==> src/rtl/core/sbsph_pkg.sv <==
// ----------------------------------------------------------------------------
// sbsph_pkg
// Shared widths, register indexes, reset values and control types for the
// spectrum band smoother with peak hold.
// ----------------------------------------------------------------------------
package sbsph_pkg;

   // field widths
   localparam int MAG_WIDTH  = 16;
   localparam int IDX_OUT_W  = 6;
   localparam int FRAC_W     = 16;
   localparam int BC_W       = 7;
   localparam int BPB_W      = 11;
   localparam int SCALE_W    = 17;
   localparam int COEF_W     = 16;
   localparam int CSR_DATA_W = 17;
   localparam int CSR_IDX_W  = 3;

   localparam logic [MAG_WIDTH-1:0] MAG_MAX = '1;

   // register indexes
   localparam logic [CSR_IDX_W-1:0] REG_BAND_COUNT    = 3'd0;
   localparam logic [CSR_IDX_W-1:0] REG_BINS_PER_BAND = 3'd1;
   localparam logic [CSR_IDX_W-1:0] REG_BAND_SCALE    = 3'd2;
   localparam logic [CSR_IDX_W-1:0] REG_SMOOTHING     = 3'd3;
   localparam logic [CSR_IDX_W-1:0] REG_DECAY         = 3'd4;

   // register reset values
   localparam logic [BC_W-1:0]    BAND_COUNT_RST    = 7'd32;
   localparam logic [BPB_W-1:0]   BINS_PER_BAND_RST = 11'd16;
   localparam logic [SCALE_W-1:0] BAND_SCALE_RST    = 17'd4096;
   localparam logic [COEF_W-1:0]  SMOOTHING_RST     = 16'd52429;
   localparam logic [COEF_W-1:0]  DECAY_RST         = 16'd62259;

   // unity in Q0.16, one bit wider than a coefficient
   localparam logic [COEF_W:0] Q16_ONE = 17'h10000;

   // controller to datapath
   typedef struct packed {
      logic accept;
      logic avg;
      logic mix;
      logic emit;
   } ctl_cmd_type;

   // datapath to controller
   typedef struct packed {
      logic band_done;
      logic out_free;
   } dp_status_type;

endpackage

==> src/rtl/core/sbsph_ctrl.sv <==
// ----------------------------------------------------------------------------
// sbsph_ctrl
// Sequencer: accumulates bins, then steps the band update through average,
// mix and emit, holding off input until the result word is stored.
// ----------------------------------------------------------------------------
module sbsph_ctrl import sbsph_pkg::*; (
   input  logic          clock,
   input  logic          reset,
   input  logic          req_valid,
   output logic          req_ready,
   input  dp_status_type status,
   output ctl_cmd_type   cmd
);

   typedef enum logic [1:0] {
      ST_ACC,
      ST_AVG,
      ST_MIX,
      ST_EMIT
   } state_type;

   state_type state_ff;
   logic      ready_ff;

   // commands decoded from state; accept from the input handshake
   always_comb begin
      cmd.accept = req_valid & ready_ff;
      cmd.avg    = (state_ff == ST_AVG);
      cmd.mix    = (state_ff == ST_MIX);
      cmd.emit   = (state_ff == ST_EMIT);
   end

   assign req_ready = ready_ff;

   // state and registered ready
   always_ff @(posedge clock) begin
      if (reset) begin
         state_ff <= ST_ACC;
         ready_ff <= 1'b0;
      end else begin
         case (state_ff)
            ST_ACC: begin
               if (cmd.accept && status.band_done) begin
                  state_ff <= ST_AVG;
                  ready_ff <= 1'b0;
               end else begin
                  ready_ff <= 1'b1;
               end
            end
            ST_AVG: begin
               state_ff <= ST_MIX;
            end
            ST_MIX: begin
               state_ff <= ST_EMIT;
            end
            ST_EMIT: begin
               if (status.out_free) begin
                  state_ff <= ST_ACC;
                  ready_ff <= 1'b1;
               end
            end
            default: begin
               state_ff <= ST_ACC;
               ready_ff <= 1'b0;
            end
         endcase
      end
   end

endmodule

==> config.mk <==
export PLATFORM = sky130hd
export DESIGN_NAME = sbsph_ctrl
export DESIGN_NICKNAME = d
export VERILOG_FILES = /design/src/rtl/core/sbsph_pkg.sv /design/src/rtl/core/sbsph_ctrl.sv
export SDC_FILE = /design/constraint.sdc
export NUM_CORES = 1
export LEC_CHECK = 0
export CAP_MARGIN = 20
export CORE_AREA = 2 2 39 41
export CTS_CLUSTER_SIZE = 24
export DETAILED_ROUTE_END_ITERATION = 10
export DIE_AREA = 0 0 41 43
export DONT_BUFFER_PORTS = 1
export PLACE_DENSITY = 0.38
export SLEW_MARGIN = 20
export SYNTH_ARGS = -nofsm -noshare
export SYNTH_HDL_FRONTEND = slang
export SYNTH_SLANG_ARGS = --single-unit
==> constraint.sdc <==
create_clock -name clock -period 2.45 [get_ports clock]
set_input_delay 0.49 -clock clock [delete_from_list [all_inputs] [get_ports clock]]
set_output_delay 0.49 -clock clock [all_outputs]
set_load 0.05 [all_outputs]
# After elaboration in Yosys (flattened, before gate mapping)
# Cells that the tools add are included.
# Widths: inputs -> output; s select.
[op_classes] n_eq_ne=5 mux=6 n_bitwise=1 reduce_logical=5
[op_table] operator="$pmux 2 s4" count=1
[op_table] operator="$eq 2x2->1 const B" count=2
[op_table] operator="$mux 2" count=2
[op_table] operator="$ne 2x2->1 const B" count=2
[op_table] operator="$reduce_and 2->1" count=2
[op_table] operator="$eq 2x1->1 const B" count=1
[op_table] operator="$logic_not 2->1" count=1
[op_table] operator="$mux 1" count=2
[op_table] operator="$pmux 1 s2" count=1
[op_table] operator="$reduce_bool 2->1" count=1
[op_table] operator="$and 1x1->1" count=1
[op_table] operator="$logic_and 1x1->1" count=1
[totals] reg_bits=3 output_inout_bits=5 word_cells=19

# Logic depth before layout (Yosys ltp)
[depth] word_depth=4 depth_mapped=5 depth_no_buf=5

# Least setup slack after synthesis
# OpenSTA, ideal clock, no wires.
[synth_timing] path_kind="reg2out" from="reg ready_ff, in the netlist req_ready" to="out cmd[3] in the netlist's numbering" t_arrival_ns=1.162 required_time_ns=1.960 setup_slack_ns=0.798 stages_incl_launch_ff=2 path_cell_list="dfxtp_1 > and2_1"
[synth_lines] item="start, declared" line_no="sbsph_ctrl.sv:23" source="logic ready_ff;"
[synth_lines] item="start signal, assigned" line_no="sbsph_ctrl.sv:39" source="ready_ff <= 1'b0;"
[synth_lines] item="start signal, assigned" line_no="sbsph_ctrl.sv:45" source="ready_ff <= 1'b0;"
[synth_lines] item="start signal, assigned" line_no="sbsph_ctrl.sv:47" source="ready_ff <= 1'b1;"
[synth_lines] item="end, declared" line_no="sbsph_ctrl.sv:12" source="output ctl_cmd_type cmd"

==> results.py <==
metrics = {
    "synth": {
        "synth_area_um2": 209.0,
        "synth_fa_ha_area_frac": 0.2395,
        "muxShareOfSynthArea": 0.04790,
        "synth-xor-area-share": 0,
        "synth-edff-count": 0,
        "synth_top_flop_cell": "dfxtp_1",
        "synth_simple_gate_area_share": 0.2216,
        "synthCells": 22,
        "yosysUniqueCellTypes": 14,
        "syn_area_per_cell_um2": 9.498,
        "async_flop_share": 0,
        "yosysSeqAreaShare": 0.2874,
        "synth_compound_area_frac": 0.1497,
        "mappedNetlistNets": 31,
        "yosys_warnings": 0,
        "synth_seq_cells": 3,
        "synth_top_family_by_area": "adder cells",
    },
    "timing": {
        "relSlewSlack": 0.6495,
        "hold_viol": 0,
        "fmax_mhz": 605.5,
        "period_share": 0.6741,
        "clock_skew_ns": 0.004442,
        "setup_viol": 0,
        "min_period_ns": 1.651,
        "rsz0062_at_grt": "no",
        "finalSetupTns_ns": 0,
        "worst_pin_slew_ns": 0.5257,
        "final_max_slew_viol_count": 0,
    },
    "global_routing": {
        "antenna_found_initial": 0,
        "grt_max_degree": 5,
        "grt_pass1_vias": 214,
        "grt_overflow": 0,
        "grt_pass1_wl_um": 759,
        "grtUsageTotal": 0.07021,
    },
    "floorplan": {
        "std_cell_rows": 14,
        "initial_core_util": 0.1510,
        "die_height_um": 43,
        "core_um2": 1384,
        "fp.dieArea_um2": 1763,
        "ios": 10,
        "die_width_um": 41,
    },
    "worst_setup_path": {
        "endpoint_kind": "output port",
        "crit_path_start": "state_ff[0]",
        "rr_startpoint": "state_ff[0]",
        "crit_buf_inv": 1,
        "crit_family": "adder cells",
        "cp_slowest_stage_delay_ns": 0.49,
        "cp-start-kind": "register",
        "path_max_fanout": 4,
        "crit_type": "register to output port",
        "cp.arrival_ns": 1.16,
        "path_cells": "inv_1 -> ha_1",
        "cp.required_ns": 1.96,
        "critPathSlowestCell": "ha_1",
    },
    "clock_network": {
        "cts_max_level": 1,
        "cts_resized": 0,
        "cts_setup_buffers": 0,
        "ctsRootBufferMaster": "clkbuf_4",
        "clkTransAtPathRegs_ns": 0.04,
        "clk_latency_ns": 0.23,
        "cts_tree": "built",
        "cts_buffers": 3,
        "cts_hold_buf": 0,
        "clkSinkCount": 3,
        "clock_path_buffers": 2,
    },
    "cells_and_area": {
        "area_delta_synth_final_pct": 29.34,
        "multi_input_area_um2": 137.6,
        "postLayoutCellArea_um2": 270.3,
        "final_cell_mix": "ha_1, inv_1, clkbuf_4, dfxtp_1",
        "antenna_cells": 0,
        "instances_no_fill": 44,
        "regArea_um2": 60.06,
        "fillers": 157,
        "final_common_cell": "ha_1",
        "layout.nets": 38,
        "drive_gt1_frac": 0.2143,
    },
    "placed_design": {
        "io_buffers": 0,
        "place_area_um2": 244.0,
        "gp_congestion": 0.6426,
        "dp_cells": 40,
        "dp.final_hpwl_um": 424.1,
    },
    "detailed_routing": {
        "drc": 0,
        "drt_iter0_markers": 1,
        "dr.pass1.iters": 2,
        "drtAntennaViolNets": 0,
        "num_vias": 178,
        "via_per_inst": 4.045,
        "avgRoutedWirePerCell_um": 11.91,
        "routed_wl_um": 524,
    },
    "min_path": {
        "hp-start": "reset",
        "hold_class": "input pin to register",
    },
    "run": {
        "maxCapViolCount": 0,
    },
    "power": {
        "power.density_nw_per_um2": 1413,
        "p_leak_nw": 0.1217,
        "ir_drop_mv": 0.4296,
    },
    "status": {
        "status": "completed",
    },
}
==> routing by layer <==
| layer | up-vias | wire, µm | global-route usage |
|---|---|---|---|
| li1 | 86 | - | - |
| met1 | 78 | 221 | 0.06090 |
| met2 | 12 | 204 | 0.09063 |
| met3 | 2 | 90 | 0.09948 |
| met4 | 0 | 8 | 0.02000 |
| met5 | - | 0 | 0 |
==> stage by stage <==
stage / setup slack (ns) / util / power, mW / hold WS, ns
2_1_floorplan: 0.7979 / - / 0.2592 / 0.4677
6_report: 0.7985 / 0.1953 / 0.3818 / 0.3308
3_3_place_gp: 0.9981 / 0.1763 / 0.2818 / 0.4780
4_1_cts: 0.7897 / 0.1953 / 0.3865 / 0.3217
5_1_grt: 0.7368 / 0.1953 / 0.4072 / 0.3238
3_5_place_dp: 0.9063 / 0.1763 / 0.2971 / 0.5240
==> layout make-up <==
class | instances | area share
repair buffers | 2 | 0.05556
multi-input cells | 16 | 0.5093
flip-flops and latches | 3 | 0.2222
well taps | 16 | 0.07407
inverters | 3 | 0.04167
clock buffers | 4 | 0.09722
==> state kept, by name, indices dropped and copies added, names as in the netlist <==
name and flops:
state_ff 2, req_ready 1
==> power by group <==
part | internal, mW | switching (mW)
Clock | 0.0610 | 0.0252
Sequential | 0.0681 | 0.0184
Combinational | 0.0675 | 0.142
==> worst paths after layout <==
path | end | depth (start not counted) | slack, ns
hold reg to reg | state_ff[1] | 2 | 0.53
setup reg to reg | state_ff[0] | 4 | 0.91
setup / recovery | cmd[1] | 2 | 0.80
hold / removal | req_ready | 1 | 0.33
==> worst reg2reg max path: cells and delay by family (launching register included) <==
family / cells / cell delay, ns
AO/OA/AOI/OAI: 1 / 0.13
flip-flops: 1 / 0.39
adder cells (fa/ha/maj): 1 / 0.40
buffers and inverters: 1 / 0.09
AND/OR/NAND/NOR: 1 / 0.43
==> cells by family (layout without fill, tap and decap cells) <==
family	count (synthesis)	count (layout)
and+or+nand+nor	7	7
DFF	3	3
buffers and inverters	3	9
muxes	1	1
AOI/OAI and AO/OA	4	4
adders and majority gates	4	4
==> cell usage after synthesis (2+ instances only) <==
master / n / area (µm²)
ha_1: 4 / 50.05
nand2_1: 2 / 7.510
dfxtp_1: 3 / 60.06
inv_1: 3 / 11.26
No activity file was read; power rests on OpenSTA's default activity.
